[src/rtl/mpsa_pkg.sv]
// Shared types and constants for the multi-pool slot allocator.
package mpsa_pkg;

    localparam int NUM_POOLS_DEF = 8;
    localparam int SLOTS_DEF     = 32;
    localparam int OP_W          = 2;
    localparam int SIZE_W        = 16;
    localparam int OFFS_W        = 21;
    localparam int STAT_W        = 3;

    typedef enum logic [OP_W-1:0] {
        OP_CREATE  = 2'd0,
        OP_ALLOC   = 2'd1,
        OP_FREE    = 2'd2,
        OP_DESTROY = 2'd3
    } t_op;

    typedef enum logic [STAT_W-1:0] {
        ST_OK         = 3'd0,
        ST_BAD_SIZE   = 3'd1,
        ST_NO_POOL    = 3'd2,
        ST_BAD_ARG    = 3'd3,
        ST_POOL_FULL  = 3'd4,
        ST_TABLE_FULL = 3'd5
    } t_status;

    typedef enum logic [2:0] {
        S_IDLE,
        S_LOOKUP,
        S_DIVIDE,
        S_EXEC,
        S_DONE
    } t_state;

    // Commands from the controller to the datapath.
    typedef struct packed {
        logic load;      // capture the input word
        logic lookup;    // register the pool match and free-entry search
        logic div_start; // start the offset divider
        logic exec;      // apply the operation and register the result
    } t_cmd;

    // Status from the datapath to the controller.
    typedef struct packed {
        logic is_free;   // the captured word is a free with a matching pool
        logic div_done;
    } t_sts;

endpackage

[src/rtl/mpsa_div.sv]
// Restoring divider that yields one quotient bit a cycle.
module mpsa_div (
    input  logic                        i_clk,
    input  logic                        i_rst_n,
    input  logic                        i_start,
    input  logic [mpsa_pkg::OFFS_W-1:0] i_dividend,
    input  logic [mpsa_pkg::SIZE_W-1:0] i_divisor,
    output logic                        o_done,
    output logic [mpsa_pkg::OFFS_W-1:0] o_quot,
    output logic [mpsa_pkg::SIZE_W-1:0] o_rem
);
    import mpsa_pkg::*;

    localparam int CNT_W = $clog2(OFFS_W + 1);

    logic [OFFS_W-1:0] r_quot, n_quot;
    logic [SIZE_W:0]   r_rem, n_rem;
    logic [SIZE_W-1:0] r_dsr;
    logic [CNT_W-1:0]  r_cnt, n_cnt;
    logic              r_busy, n_busy;
    logic              r_done, n_done;
    logic [SIZE_W+1:0] w_trial;

    // One shift and trial subtract per step.
    always_comb begin
        n_quot  = r_quot;
        n_rem   = r_rem;
        n_cnt   = r_cnt;
        n_busy  = r_busy;
        n_done  = 1'b0;
        w_trial = {r_rem, r_quot[OFFS_W-1]} - {2'b00, r_dsr};
        if (i_start) begin
            n_quot = i_dividend;
            n_rem  = '0;
            n_cnt  = CNT_W'(OFFS_W);
            n_busy = 1'b1;
        end else if (r_busy) begin
            if (w_trial[SIZE_W+1]) begin
                n_rem = {r_rem[SIZE_W-1:0], r_quot[OFFS_W-1]};
                n_quot = {r_quot[OFFS_W-2:0], 1'b0};
            end else begin
                n_rem = w_trial[SIZE_W:0];
                n_quot = {r_quot[OFFS_W-2:0], 1'b1};
            end
            n_cnt = r_cnt - 1'b1;
            if (r_cnt == CNT_W'(1)) begin
                n_busy = 1'b0;
                n_done = 1'b1;
            end
        end
    end

    always_ff @(posedge i_clk) begin
        if (!i_rst_n) begin
            r_busy <= 1'b0;
            r_done <= 1'b0;
            r_cnt  <= '0;
        end else begin
            r_busy <= n_busy;
            r_done <= n_done;
            r_cnt  <= n_cnt;
        end
        r_quot <= n_quot;
        r_rem  <= n_rem;
        if (i_start) begin
            r_dsr <= i_divisor;
        end
    end

    assign o_done = r_done;
    assign o_quot = r_quot;
    assign o_rem  = r_rem[SIZE_W-1:0];

endmodule

[src/rtl/mpsa_datapath.sv]
// Pool table, slot bitmaps and operation logic for the allocator.
module mpsa_datapath #(
    parameter int NUM_POOLS = mpsa_pkg::NUM_POOLS_DEF,
    parameter int SLOTS     = mpsa_pkg::SLOTS_DEF
) (
    input  logic                        i_clk,
    input  logic                        i_rst_n,
    input  mpsa_pkg::t_cmd              i_cmd,
    output mpsa_pkg::t_sts              o_sts,
    input  logic [mpsa_pkg::OP_W-1:0]   i_op,
    input  logic [mpsa_pkg::SIZE_W-1:0] i_obj_size,
    input  logic [mpsa_pkg::OFFS_W-1:0] i_offset,
    output logic [mpsa_pkg::STAT_W-1:0] o_status,
    output logic [mpsa_pkg::OFFS_W-1:0] o_alloc_offset
);
    import mpsa_pkg::*;

    localparam int PI_W = (NUM_POOLS > 1) ? $clog2(NUM_POOLS) : 1;
    localparam int SI_W = (SLOTS > 1) ? $clog2(SLOTS) : 1;

    logic [NUM_POOLS-1:0] r_valid;
    logic [SIZE_W-1:0]    r_bytes [NUM_POOLS];
    logic [SLOTS-1:0]     r_map   [NUM_POOLS];

    t_op               r_op;
    logic [SIZE_W-1:0] r_size;
    logic [OFFS_W-1:0] r_offs;

    logic              r_hit;
    logic [PI_W-1:0]   r_hit_idx;
    logic              r_has_free;
    logic [PI_W-1:0]   r_free_idx;
    logic [SLOTS-1:0]  r_pmap;

    logic              w_hit;
    logic [PI_W-1:0]   w_hit_idx;
    logic              w_has_free;
    logic [PI_W-1:0]   w_free_idx;

    logic              w_div_done;
    logic [OFFS_W-1:0] w_quot;
    logic [SIZE_W-1:0] w_rem;

    logic              w_slot_any;
    logic [SI_W-1:0]   w_slot;

    logic [STAT_W-1:0] r_status;
    logic [OFFS_W-1:0] r_aoffs;

    // Capture the input word.
    always_ff @(posedge i_clk) begin
        if (i_cmd.load) begin
            r_op   <= t_op'(i_op);
            r_size <= i_obj_size;
            r_offs <= i_offset;
        end
    end

    // Pool match and lowest free entry.
    always_comb begin
        w_hit      = 1'b0;
        w_hit_idx  = '0;
        w_has_free = 1'b0;
        w_free_idx = '0;
        for (int i = NUM_POOLS - 1; i >= 0; i--) begin
            if (r_valid[i] && r_bytes[i] == r_size) begin
                w_hit     = 1'b1;
                w_hit_idx = PI_W'(i);
            end
            if (!r_valid[i]) begin
                w_has_free = 1'b1;
                w_free_idx = PI_W'(i);
            end
        end
    end

    always_ff @(posedge i_clk) begin
        if (i_cmd.lookup) begin
            r_hit      <= w_hit;
            r_hit_idx  <= w_hit_idx;
            r_has_free <= w_has_free;
            r_free_idx <= w_free_idx;
            r_pmap     <= r_map[w_hit_idx];
        end
    end

    assign o_sts.is_free = (r_op == OP_FREE) && r_hit;
    assign o_sts.div_done = w_div_done;

    mpsa_div u_div (
        .i_clk      (i_clk),
        .i_rst_n    (i_rst_n),
        .i_start    (i_cmd.div_start),
        .i_dividend (r_offs),
        .i_divisor  (r_size),
        .o_done     (w_div_done),
        .o_quot     (w_quot),
        .o_rem      (w_rem)
    );

    // Lowest clear slot of the matched pool.
    always_comb begin
        w_slot_any = 1'b0;
        w_slot     = '0;
        for (int s = SLOTS - 1; s >= 0; s--) begin
            if (!r_pmap[s]) begin
                w_slot_any = 1'b1;
                w_slot     = SI_W'(s);
            end
        end
    end

    // Apply the operation and register the result.
    always_ff @(posedge i_clk) begin
        if (!i_rst_n) begin
            r_valid <= '0;
            for (int i = 0; i < NUM_POOLS; i++) begin
                r_map[i] <= '0;
            end
        end else if (i_cmd.exec) begin
            r_aoffs <= '0;
            r_status <= ST_OK;
            unique case (r_op)
                OP_CREATE: begin
                    if (r_size == '0 || r_size[1:0] != 2'b00) begin
                        r_status <= ST_BAD_SIZE;
                    end else if (!r_hit) begin
                        if (r_has_free) begin
                            r_valid[r_free_idx] <= 1'b1;
                            r_bytes[r_free_idx] <= r_size;
                            r_map[r_free_idx]   <= '0;
                        end else begin
                            r_status <= ST_TABLE_FULL;
                        end
                    end
                end
                OP_ALLOC: begin
                    if (!r_hit) begin
                        r_status <= ST_NO_POOL;
                    end else if (!w_slot_any) begin
                        r_status <= ST_POOL_FULL;
                    end else begin
                        r_map[r_hit_idx][w_slot] <= 1'b1;
                        r_aoffs <= OFFS_W'({{(32-SI_W){1'b0}}, w_slot} * {16'd0, r_size});
                    end
                end
                OP_FREE: begin
                    if (!r_hit) begin
                        r_status <= ST_NO_POOL;
                    end else if (w_rem != '0 || w_quot >= OFFS_W'(SLOTS)) begin
                        r_status <= ST_BAD_ARG;
                    end else if (!r_pmap[w_quot[SI_W-1:0]]) begin
                        r_status <= ST_BAD_ARG;
                    end else begin
                        r_map[r_hit_idx][w_quot[SI_W-1:0]] <= 1'b0;
                    end
                end
                OP_DESTROY: begin
                    if (!r_hit) begin
                        r_status <= ST_NO_POOL;
                    end else begin
                        r_valid[r_hit_idx] <= 1'b0;
                        r_map[r_hit_idx]   <= '0;
                    end
                end
                default: r_status <= ST_OK;
            endcase
        end
    end

    assign o_status       = r_status;
    assign o_alloc_offset = r_aoffs;

endmodule

[src/rtl/mpsa_ctrl.sv]
// Controller state machine that sequences one operation at a time.
module mpsa_ctrl (
    input  logic           i_clk,
    input  logic           i_rst_n,
    input  logic           start,
    output logic           busy,
    output logic           o_valid,
    output mpsa_pkg::t_cmd o_cmd,
    input  mpsa_pkg::t_sts i_sts
);
    import mpsa_pkg::*;

    t_state r_state, n_state;

    always_ff @(posedge i_clk) begin
        if (!i_rst_n) begin
            r_state <= S_IDLE;
        end else begin
            r_state <= n_state;
        end
    end

    // Next state and commands.
    always_comb begin
        n_state = r_state;
        o_cmd   = '0;
        busy    = 1'b1;
        o_valid = 1'b0;
        unique case (r_state)
            S_IDLE: begin
                busy = 1'b0;
                if (start) begin
                    o_cmd.load = 1'b1;
                    n_state = S_LOOKUP;
                end
            end
            S_LOOKUP: begin
                o_cmd.lookup = 1'b1;
                n_state = S_EXEC;
            end
            S_EXEC: begin
                if (i_sts.is_free) begin
                    o_cmd.div_start = 1'b1;
                    n_state = S_DIVIDE;
                end else begin
                    o_cmd.exec = 1'b1;
                    n_state = S_DONE;
                end
            end
            S_DIVIDE: begin
                if (i_sts.div_done) begin
                    o_cmd.exec = 1'b1;
                    n_state = S_DONE;
                end
            end
            S_DONE: begin
                o_valid = 1'b1;
                n_state = S_IDLE;
            end
            default: n_state = S_IDLE;
        endcase
    end

endmodule

[src/rtl/multi_pool_slot_allocator_unit.sv]
// Create, allocate and destroy step through the lookup and execute states to done, which
// raises o_valid. Free also divides the offset by the pool size, one quotient bit a cycle.
// One operation at a time; busy stays high through the result strobe, so a new word is
// accepted only once the unit is back in idle after the previous result.
// The result is on the outputs for one cycle with o_valid; it cannot be stalled.
// Synchronous active-low reset empties the pool table and all slot bitmaps.
module multi_pool_slot_allocator_unit #(
    parameter int NUM_POOLS = mpsa_pkg::NUM_POOLS_DEF,
    parameter int SLOTS     = mpsa_pkg::SLOTS_DEF
) (
    input  logic                        i_clk,
    input  logic                        i_rst_n,
    input  logic                        start,
    output logic                        busy,
    input  logic [mpsa_pkg::OP_W-1:0]   i_op,
    input  logic [mpsa_pkg::SIZE_W-1:0] i_obj_size,
    input  logic [mpsa_pkg::OFFS_W-1:0] i_offset,
    output logic                        o_valid,
    output logic [mpsa_pkg::STAT_W-1:0] o_status,
    output logic [mpsa_pkg::OFFS_W-1:0] o_alloc_offset
);
    import mpsa_pkg::*;

    t_cmd w_cmd;
    t_sts w_sts;

    mpsa_ctrl u_ctrl (
        .i_clk   (i_clk),
        .i_rst_n (i_rst_n),
        .start   (start),
        .busy    (busy),
        .o_valid (o_valid),
        .o_cmd   (w_cmd),
        .i_sts   (w_sts)
    );

    mpsa_datapath #(
        .NUM_POOLS (NUM_POOLS),
        .SLOTS     (SLOTS)
    ) u_dp (
        .i_clk          (i_clk),
        .i_rst_n        (i_rst_n),
        .i_cmd          (w_cmd),
        .o_sts          (w_sts),
        .i_op           (i_op),
        .i_obj_size     (i_obj_size),
        .i_offset       (i_offset),
        .o_status       (o_status),
        .o_alloc_offset (o_alloc_offset)
    );

endmodule
[config.mk]
export PLATFORM = sky130hd
export DESIGN_NAME = multi_pool_slot_allocator_unit
export DESIGN_NICKNAME = d
export VERILOG_FILES = /design/src/rtl/mpsa_pkg.sv /design/src/rtl/mpsa_div.sv /design/src/rtl/mpsa_datapath.sv /design/src/rtl/mpsa_ctrl.sv /design/src/rtl/multi_pool_slot_allocator_unit.sv
export SDC_FILE = /design/constraint.sdc
export NUM_CORES = 1
export LEC_CHECK = 0
export CORE_UTILIZATION = 45
export DETAILED_ROUTE_END_ITERATION = 16
export DONT_BUFFER_PORTS = 1
export PLACE_DENSITY = 0.64
export SETUP_SLACK_MARGIN = 0.02
export SYNTH_ARGS = -nofsm -noshare
export SYNTH_HDL_FRONTEND = slang
export SYNTH_HIERARCHICAL = 1
export SYNTH_SLANG_ARGS = --single-unit
[constraint.sdc]
create_clock -name i_clk -period 18.2 [get_ports i_clk]
set_input_delay 0 -clock i_clk [delete_from_list [all_inputs] [get_ports i_clk]]
set_output_delay 0 -clock i_clk [all_outputs]
set_load 0.05 [all_outputs]
== Yosys cells after proc, flatten, opt, wreduce, memory -nomap -nowiden ==
Memories as Yosys holds them, arrays and structs flattened. A register that Yosys moved wholly into a read port is not among the register bits.
Cells that the tools add are included.

* Bitwise operators: 69
* Reductions and logical operators: 34
* $add $sub $neg: 2
* Muxes and demuxes: 226
* Multiply operators: 1
* $lt $le $gt $ge: 9
* Eq/ne operators: 22

{| class="wikitable"
|+ Operators by type and width
! kind !! number
|-
| 5-bit 2-to-1 mux || 34
|-
| 32-bit 2-to-1 mux || 5
|-
| 1-bit 2-to-1 mux || 143
|-
| 16-bit equality test || 8
|-
| 3-bit 2-to-1 mux || 24
|-
| 1-bit bitwise OR || 64
|-
| 32-bit OR reduction || 2
|-
| 21-bit 2-to-1 mux || 2
|-
| 8-bit 2-to-1 mux || 4
|-
| 3-bit one-hot mux with 4 select lines || 2
|-
| 21-bit by 6-bit >= comparator with 1-bit output (second input constant) || 1
|-
| 5-bit by 16-bit multiplier with 21-bit output || 1
|-
| 18-bit by 16-bit subtractor with 18-bit output || 1
|-
| 17-bit 2-to-1 mux || 1
|-
| 16-bit logical NOT || 1
|-
| 8-bit one-hot mux with 2 select lines || 1
|-
| 16-bit nonzero test || 1
|-
| 1-bit logical AND || 13
|-
| 5-bit by 6-bit less-than comparator with 1-bit output (second input constant) || 2
|-
| 1-bit demux with 5-bit select || 2
|-
| 5-bit by 1-bit >= comparator with 1-bit output (second input constant) || 2
|-
| 8-bit bitwise AND || 1
|-
| 3-bit by 4-bit less-than comparator with 1-bit output (second input constant) || 2
|-
| 2-bit 2-to-1 mux || 4
|-
| 28 further kinds || 42
|}

* Memories: 2
* Memory bits (writable): 384
* Flip-flop bits (word level): 143
* Word-level logic and storage cells: 385
* Output and inout port bits: 26

{| class="wikitable"
|+ Memory list
! memory !! depth !! bits a word !! rd ports !! clocked after Yosys merged registers in !! wr ports !! line !! RTL
|-
| u_dp.r_map || 8 || 32 || 1 || 1 || 8 || mpsa_datapath.sv:23 || <nowiki>logic [SLOTS-1:0] r_map [NUM_POOLS];</nowiki>
|-
| u_dp.r_bytes || 8 || 16 || 8 || 0 || 1 || mpsa_datapath.sv:22 || <nowiki>logic [SIZE_W-1:0] r_bytes [NUM_POOLS];</nowiki>
|}

== Depth between registers and ports, before layout ==
Gate-level depths: netlist of run 1.

* Depth in word-level cells: 42
* Mapped depth: 22
* Mapped depth without buffers: 22

== Modules after synthesis ==
The synthesis of run 1 kept the hierarchy.

{| class="wikitable"
|+ By module, submodules not included
! module !! area each (um^2) !! times used !! sequential area each (um^2) !! cells an instance
|-
| mpsa_datapath || 27,410.0 || 1 || 14,784.2 || 2,436
|-
| mpsa_div || 3,514.6 || 1 || 1,591.5 || 335
|-
| mpsa_ctrl || 163.9 || 1 || 60.1 || 21
|}

== Worst setup path after synthesis of run 1 ==
Ideal clock, no wire load.

* Path kind: register to register
* From: register u_dp.r_pmap[6] (read register of u_dp.r_map)
* To: register u_dp.r_aoffs[20], in the netlist u_dp/o_alloc_offset[20], data pin
* Cell stages (with the launch flop): 21
* Period minus slack after synthesis: 5.742 ns
* Setup slack: 12.458 ns
* Path buffers: 1
* Data arrival time: 5.476 ns
* Required time: 17.934 ns
* Cell sequence: edfxtp_1 > and4_1 > nand4_1 > a21oi_1 > clkbuf_1 > nand2_1 > fa_1 > fa_1 > fa_1 > inv_1 > ha_1 > a21oi_1 > nor2b_1 > o31a_1 > o41ai_1 > o21ai_0 > nor4_1 > o31ai_1 > o41ai_1 > xnor2_1 > nor2_1

* Word-level cells in the longest chain between the ends: 8
* Elaborated cells on any way between the ends: 16

{| class="wikitable"
|+ Ends and longest elaborated chain
! what !! line !! RTL
|-
| from (decl) || mpsa_datapath.sv:33 || <nowiki>logic [SLOTS-1:0] r_pmap;</nowiki>
|-
| 5-bit 2-to-1 mux or 1-bit 2-to-1 mux (tied branches) (7 in series) || mpsa_datapath.sv:106 || <nowiki>if (!r_pmap[s]) begin</nowiki>
|-
| 5-bit by 16-bit multiplier with 21-bit output or 3-bit AND reduction (tied branches) || - ||
|-
| to (signal assigned) || mpsa_datapath.sv:144 || <nowiki>r_aoffs <= OFFS_W'({{(32-SI_W){1'b0}}, w_slot} * {16'd0, r_size});</nowiki>
|-
| to (decl) || mpsa_datapath.sv:48 || <nowiki>logic [OFFS_W-1:0] r_aoffs;</nowiki>
|}

Parallel ways exist; a longest one is shown, timed or not.
A chain may end at the register's enable or synchronous reset.

== Worst setup path after layout of run 1 ==
* From: register u_dp.r_pmap[3] (read register of u_dp.r_map)
* To: register u_dp.r_aoffs[20], in the netlist u_dp/o_alloc_offset[20], data pin

* Word-level cells in the longest chain between the ends: 5
* Elaborated cells on any way between the ends: 10

{| class="wikitable"
|+ Ends and longest elaborated chain
! what !! line
|-
| 5-bit 2-to-1 mux or 1-bit 2-to-1 mux (tied branches) (4 in series) || mpsa_datapath.sv:106
|-
| 5-bit by 16-bit multiplier with 21-bit output or 3-bit AND reduction (tied branches) || -
|}

Parallel ways exist; a longest one is shown, timed or not.

==> impl_metrics.json, run 1 <==
{
  "fin_setup_tns_ns": 0,
  "pwr-share-clk": 0.377,
  "grt_util_met3": 0.0287,
  "setup_viol": 0,
  "start_kind": "flop",
  "hpwl_mm": 52.7,
  "end_kind": "flop",
  "required_ns": 18.56,
  "routed_wirelength_mm": 84.2,
  "drive_above_1_share": 0.0957,
  "netSwitchingPower_uw": 875,
  "switching_share": 0.271,
  "cts_sinks": 559,
  "hold_viol_final": 2,
  "detail_route.vias_per_cell": 5.96,
  "synthArstFlopShare": 0,
  "total_leakage_power_uw": 0.0112,
  "port_buffers": 0,
  "drv_slew": 0,
  "cts_resized": 0,
  "firstDrtPassIters": 6,
  "antenna_found_initial": 1,
  "finalClockSkew_ns": 0.0396,
  "ir_worst_vdd_mv": 0.0715,
  "worst_pin_slew_ns": 1.31,
  "boundaryPins": 68,
  "fillers": 5965,
  "ys_seq_elements": 559,
  "yosys_warnings": 6,
  "path_clk_slew_ns": 0.06,
  "clock_latency_ns": 0.63,
  "place_inst": 3524,
  "grt_pass1_vias": 22200,
  "top_usage_layer": "met2",
  "drt_iter0_markers": 2082,
  "finalPower_uw": 3230,
  "final.hold.worst_slack_ns": -0.0800,
  "cts_buffers": 60,
  "routedWlPerCell_um": 22.7,
  "grt_overflow": 0,
  "cts.htree.levels": 2,
  "final_cells": 3714,
  "syn-instance-count": 2792,
  "grt_setup_unrepaired": "false",
  "postSynthAreaPerCell_um2": 11.1,
  "die_x_um": 265,
  "fmax_ghz": 0.152,
  "pwr-share-seq": 0.472,
  "cp_max_fo": 16,
  "area_growth_pct": 11.0,
  "cts_setup_buffers": 0,
  "synth_top_flop_cell": "edfxtp_1",
  "cts_tree": "yes",
  "die_height_um": 265,
  "initial_core_util": 0.454,
  "ys_types": 100,
  "outcome": "finished, violations left",
  "final_nets": 2918,
  "grt_use_met1": 0.317,
  "min_delay_path_depth": 3,
  "postLayoutCoreUtil": 0.504,
  "grt_max_degree": 271,
  "core_area_um2": 68500,
  "internal-power_uw": 2350,
  "power.share.combinational": 0.151,
  "yosysSeqAreaShare": 0.529,
  "synth_edf_count": 524,
  "place_congestion": 0.914,
  "slew_headroom": 0.128,
  "syn-num-nets": 2924,
  "drcViolationCount": 0,
  "p_per_area_nw_per_um2": 93.5,
  "r2r_cells": 20,
  "violations": "hold timing",
  "met2_usage": 0.406,
  "std_cell_rows": 96,
  "cts_buffer_depth": 3,
  "grt_pass1_wl_mm": 129,
  "die_area_um2": 70100,
  "worstSetupPathType": "flop to flop",
  "hold_class": "input port to flop",
  "layout_min_cycle_time_ns": 6.58,
  "fin_crit_sh": 0.361,
  "synth_area_um2": 31100,
  "antenna_left": 0,
  "via_count": 22100,
  "critical_path_arrival_ns": 6.94,
  "cts_root_buf": "clkbuf_16",
  "postCtsHoldBufs": 81,
  "drv_cap": 0,
  "grt_use_total": 0.239
}
==> sequential cells by signal, indices dropped and copies added, names as in the netlist, 5 cells and up <==
register / cells
u_dp/o_alloc_offset: 21
u_dp/r_bytes: 128
u_dp/r_map: 256
u_dp/r_offs: 21
u_dp/r_pmap: 32
u_dp/r_size: 16
u_dp/r_valid: 8
u_dp/u_div/o_quot: 21
u_dp/u_div/r_cnt: 5
u_dp/u_div/r_dsr: 16
u_dp/u_div/r_rem: 17
==> synth_stat cells (6+ instances only) <==
cell / count / area share
a211oi_1: 9 / 0.0022
a21o_1: 11 / 0.0027
a21oi_1: 133 / 0.021
a21oi_2: 10 / 0.0028
a311oi_1: 8 / 0.0023
a31oi_1: 11 / 0.0022
and2_1: 51 / 0.010
and3_1: 19 / 0.0038
and4_1: 9 / 0.0025
buf_1: 6 / 0.00072
buf_2: 59 / 0.0095
buf_4: 26 / 0.0063
clkbuf_1: 107 / 0.013
dfxtp_1: 35 / 0.023
edfxtp_1: 524 / 0.51
fa_1: 43 / 0.028
ha_1: 47 / 0.019
inv_1: 94 / 0.011
mux2_2: 59 / 0.021
mux2i_1: 199 / 0.064
nand2_1: 153 / 0.018
nand2b_1: 22 / 0.0044
nand3_1: 32 / 0.0052
nand3b_1: 13 / 0.0031
nand4_1: 44 / 0.0089
nand4b_1: 11 / 0.0031
nor2_1: 372 / 0.045
nor2b_1: 17 / 0.0034
nor3_1: 25 / 0.0040
nor3b_1: 8 / 0.0019
nor4_1: 44 / 0.0089
o21a_1: 13 / 0.0031
o21ai_0: 130 / 0.021
o21ai_1: 102 / 0.016
o311a_1: 6 / 0.0019
o31ai_1: 14 / 0.0034
o41ai_1: 8 / 0.0023
or2_1: 18 / 0.0036
or3_1: 10 / 0.0020
or4_1: 12 / 0.0029
xnor2_1: 89 / 0.025
xor2_1: 69 / 0.019
==> stage by stage <==
| step | worst slack (ns) | area [µm²] |
|---|---|---|
| finish | 11.62 | 34500 |
| global route | 11.28 | 34500 |
| CTS | 11.70 | 34500 |
| detailed placement | 11.76 | 31700 |
| global placement | 11.83 | 31700 |
| floorplan | 12.46 | 31100 |
==> cell usage in the layout (no fill, tap or decap), types with 18 or more instances in the layout <==
| cell type | instances |
|---|---|
| xnor2_1 | 89 |
| a21oi_1 | 133 |
| fa_1 | 43 |
| dlygate4sd3_1 | 80 |
| and3_1 | 19 |
| inv_1 | 94 |
| o21ai_0 | 129 |
| dfxtp_1 | 35 |
| mux2i_1 | 193 |
| edfxtp_1 | 524 |
| nand2b_1 | 22 |
| nor3_1 | 24 |
| xor2_1 | 69 |
| mux2_2 | 59 |
| or2_1 | 18 |
| nor4_1 | 44 |
| and2_1 | 51 |
| nor2_1 | 369 |
| nand3_1 | 32 |
| clkbuf_16 | 61 |
| o21ai_1 | 103 |
| nand4_1 | 44 |
| nand2_1 | 153 |
| buf_4 | 53 |
| ha_1 | 47 |
==> power by group through the flow <==
stage | sequential (µW) | clock [µW] | combinational [µW]
floorplan | 1530 | 0 | 377
global placement | 1540 | 0 | 444
detailed placement | 1550 | 0 | 454
CTS | 1520 | 1240 | 479
global route | 1530 | 1290 | 526
finish | 1520 | 1220 | 487
==> routing by layer <==
layer	share of wire	wire [µm]
met2	0.48	40600
met3	0.065	5440
met4	0.030	2550
met5	0	0
met1	0.42	35600
==> area by class of cell <==
class	count	area, µm²	area share
clock inverters	32	349	0.0101
multi-input cells	1934	13400	0.389
diodes	1	2.50	0.0000725
inverters	96	360	0.0104
clock buffers	75	1580	0.0458
repair buffers	135	1250	0.0361
well taps	882	1100	0.0320
flip-flops and latches	559	16400	0.476
==> final timing paths <==
check	start	endpoint	slack, ns
setup / recovery	u_dp/r_pmap[3]	u_dp/o_alloc_offset[20]	11.62
setup reg to reg	u_dp/r_pmap[3]	u_dp/o_alloc_offset[20]	11.62
hold reg to reg	u_dp/u_div/r_cnt[1]	u_dp/u_div/r_cnt[1]	0.50
hold / removal	i_rst_n	u_ctrl/r_state[1]	-0.08
==> critical path, stage by stage (launching register included) <==
cell,delay (ns)
edfxtp_1,0.47
and4_1,0.54
nand4_1,0.34
a21oi_1,0.22
buf_4,0.22
nand2_1,0.10
fa_1,0.52
fa_1,0.54
fa_1,0.55
inv_1,0.04
ha_1,0.32
a21oi_1,0.15
nor2b_1,0.07
o31a_1,0.26
o41ai_1,0.60
o21ai_0,0.30
nor4_1,0.33
o31ai_1,0.17
o41ai_1,0.33
xnor2_1,0.16
nor2_1,0.05
==> cell families (layout without fill, tap and decap cells) <==
logic type               Yosys count  after routing  share of synthesized area
AO/OA/AOI/OAI                    517            517                      0.100
XOR/XNOR                         158            158                     0.0445
adder cells (fa/ha/maj)           90             90                     0.0466
buffers and inverters            299            338                     0.0428
flip-flops                       559            559                      0.529
multiplexers                     270            270                     0.0918
other                              0              1                          0
AND/OR/NAND/NOR                  899            899                      0.145
No activity file was read; power rests on OpenSTA's default activity.
==> run 2, diff against run 1 <==
- clock period: 18.2 -> 6.25 ns (I/O delays scaled with it)
==> run 2 against run 1 <==
  * The flow now finishes without violations
  * Fmax grew 12%
  * Clock skew shrank 0.00074 ns
  * Final cell count grew 0.94%
  * Critical path depth grew 2
  * Core utilization grew 0.54 points
  * Routed wire length grew 2.0%
  * Largest cell class unchanged
  * Largest power group unchanged
  * Highest routed layer unchanged
==> impl_metrics.json, run 2 (synthesis results as in run 1) <==
{
  "std_cell_rows": 96,
  "critical-path-top-delay-family": "adder cells",
  "fin_crit_sh": 0.937,
  "grt_setup_unrepaired": "false",
  "path_clk_slew_ns": 0.06,
  "regMostFlops": "u_dp/r_map",
  "slowest_delay_ns": 0.55,
  "layout_common_cells": "524 x edfxtp_1, 369 x nor2_1, 193 x mux2i_1",
  "fmax_ghz": 0.171,
  "critical_path_arrival_ns": 6.25,
  "end_kind": "flop",
  "grt_max_degree": 271,
  "initial_core_util": 0.454,
  "antenna_found_initial": 1,
  "drv_slew": 0,
  "required_ns": 6.64,
  "drive_above_1_share": 0.111,
  "finalClockSkew_ns": 0.0388,
  "final_common_cell": "edfxtp_1",
  "outcome": "finished, final reports clean",
  "firstDrtPassIters": 8,
  "antenna_left": 0,
  "cts.htree.levels": 2,
  "worstSetupPathType": "flop to flop",
  "timing.rr.start": "u_dp/r_pmap[26]",
  "stdcell_area_um2": 34900,
  "slew_headroom": 0.0911,
  "detail_route.vias_per_cell": 5.95,
  "wl_met3_mm": 6.41,
  "cts_setup_buffers": 0,
  "total_leakage_power_uw": 0.0115,
  "die_x_um": 265,
  "final_cells": 3749,
  "ir_worst_vdd_mv": 0.240,
  "place_inst": 3553,
  "drv_cap": 0,
  "start_kind": "flop",
  "routed_wirelength_mm": 85.9,
  "port_buffers": 0,
  "die_area_um2": 70100,
  "wl_met2_mm": 41.2,
  "die_height_um": 265,
  "final_nets": 2949,
  "cts_root_buf": "clkbuf_16",
  "cp_cell_sequence": "nand4_1 > o211a_4 > nor2_1 > nor2_2 > nor2_1 > buf_4 > nand2_1 > fa_1 > fa_1 > inv_1 > fa_1 > ha_1 > nor2b_1 > o31a_1 > o41ai_1 > buf_4 > o21ai_0 > nor4_2 > o31ai_1 > o41ai_1 > xnor2_1 > nor2_1",
  "via_count": 22300,
  "hold_viol_final": 0,
  "cts_buffer_depth": 3,
  "slowest_stage": "fa_1",
  "pre_cts_slack_ns": 0.281,
  "cp-startpoint": "u_dp/r_pmap[26]",
  "drcViolationCount": 0,
  "grt_use_total": 0.243,
  "cts_sinks": 559,
  "area_growth_pct": 12.2,
  "fillers": 5943,
  "cts_buffers": 61,
  "largest_reg_flops": 256,
  "clock_latency_ns": 0.64,
  "largest_registers": "u_dp/r_map (256), u_dp/r_bytes (128), u_dp/r_pmap (32)",
  "worst_pin_slew_ns": 1.36,
  "fin_setup_tns_ns": 0,
  "boundaryPins": 68,
  "drt_iter0_markers": 2151,
  "grt_overflow": 0,
  "highest_layer": "met4",
  "crit_buf_inv": 3,
  "postLayoutCoreUtil": 0.509,
  "hpwl_mm": 55.1,
  "hold_class": "input port to flop",
  "place_congestion": 0.950,
  "routedWlPerCell_um": 22.9,
  "cp_max_fo": 5,
  "core_area_um2": 68500,
  "min_from": "i_rst_n",
  "cts_tree": "yes",
  "grt_pass1_wl_mm": 131,
  "setup_viol": 0,
  "wl_met1_mm": 35.9,
  "setup_slack_ns": 0.391,
  "grt_pass1_vias": 22200,
  "layout_min_cycle_time_ns": 5.86,
  "placed_area_um2": 32100,
  "p_per_area_nw_per_um2": 269
}
## run 2: changes by cell type in the layout (fill, tap and decap cells not counted), moves of 2 or more
cell | previous run | this run
buf_4 | 53 | 72
clkinv_2 | 9 | 23
clkbuf_1 | 14 | 4
buf_12 | 1 | 10
bufinv_16 | 7 | 4
a21oi_1 | 133 | 131
a21oi_2 | 10 | 12
clkinvlp_4 | 2 | 4
dlygate4sd3_1 | 80 | 82
## run 2: worst register-to-register path, delay by kind of cell (launching register included)
family / cells / cell delay (ns)
buffers and inverters: 3 / 0.40
DFF: 1 / 0.41
adders and majority gates: 4 / 1.88
xor gates and xnor gates: 1 / 0.17
and+or+nand+nor: 8 / 1.24
AOI/OAI and AO/OA: 6 / 1.51
## run 2: routing by layer
metal,GRT usage,vias up
met4,0.0742,0
met1,0.323,11100
met5,0,-
met2,0.405,825
met3,0.0419,147
li1,-,10200
## run 2: power breakdown
| part | internal (µW) | switching [µW] | total [µW] | leakage, µW |
|---|---|---|---|---|
| combinational | 529 | 905 | 1430 | 0.00517 |
| clock | 1980 | 1530 | 3510 | 0.000963 |
| sequential | 4280 | 174 | 4450 | 0.00531 |
| total | 6790 | 2610 | 9400 | 0.0115 |
## run 2: cell type report
| class | instances | area [µm²] | area share |
|---|---|---|---|
| Sequential cell | 559 | 16400 | 0.471 |
| Multi-Input combinational cell | 1934 | 13400 | 0.386 |
| Timing Repair Buffer | 165 | 1590 | 0.0456 |
| Clock buffer | 67 | 1580 | 0.0453 |
| Tap cell | 882 | 1100 | 0.0316 |
| Inverter | 96 | 360 | 0.0103 |
| Clock inverter | 45 | 359 | 0.0103 |
| Antenna cell | 1 | 2.50 | 0.0000717 |
## run 2: through the flow
step	hold WS [ns]	total power, µW
2_1_floorplan	0.0989	5550
3_3_place_gp	0.0989	5830
3_5_place_dp	0.0989	5860
4_1_cts	0.00381	9430
5_1_grt	0.0617	9720
6_report	0.0604	9400
## run 2: final timing paths
| check | end | slack [ns] | depth (start not counted) |
|---|---|---|---|
| worst max-delay path | u_dp/o_alloc_offset[20] | 0.39 | 22 |
| worst max register to register | u_dp/o_alloc_offset[20] | 0.39 | 22 |
| worst min-delay path | u_dp/r_map[5][18] | 0.06 | 4 |
| worst min register to register | u_dp/u_div/r_cnt[1] | 0.52 | 2 |
## run 2: what timing repair did
| action | 4_1_cts | 5_1_grt |
|---|---|---|
| gates resized for setup | 0 | 3 |
| endpoints found under the hold margin | 352 | 2 |
| endpoints found under the setup margin | 0 | 1 |
| hold buffers | 82 | 1 |
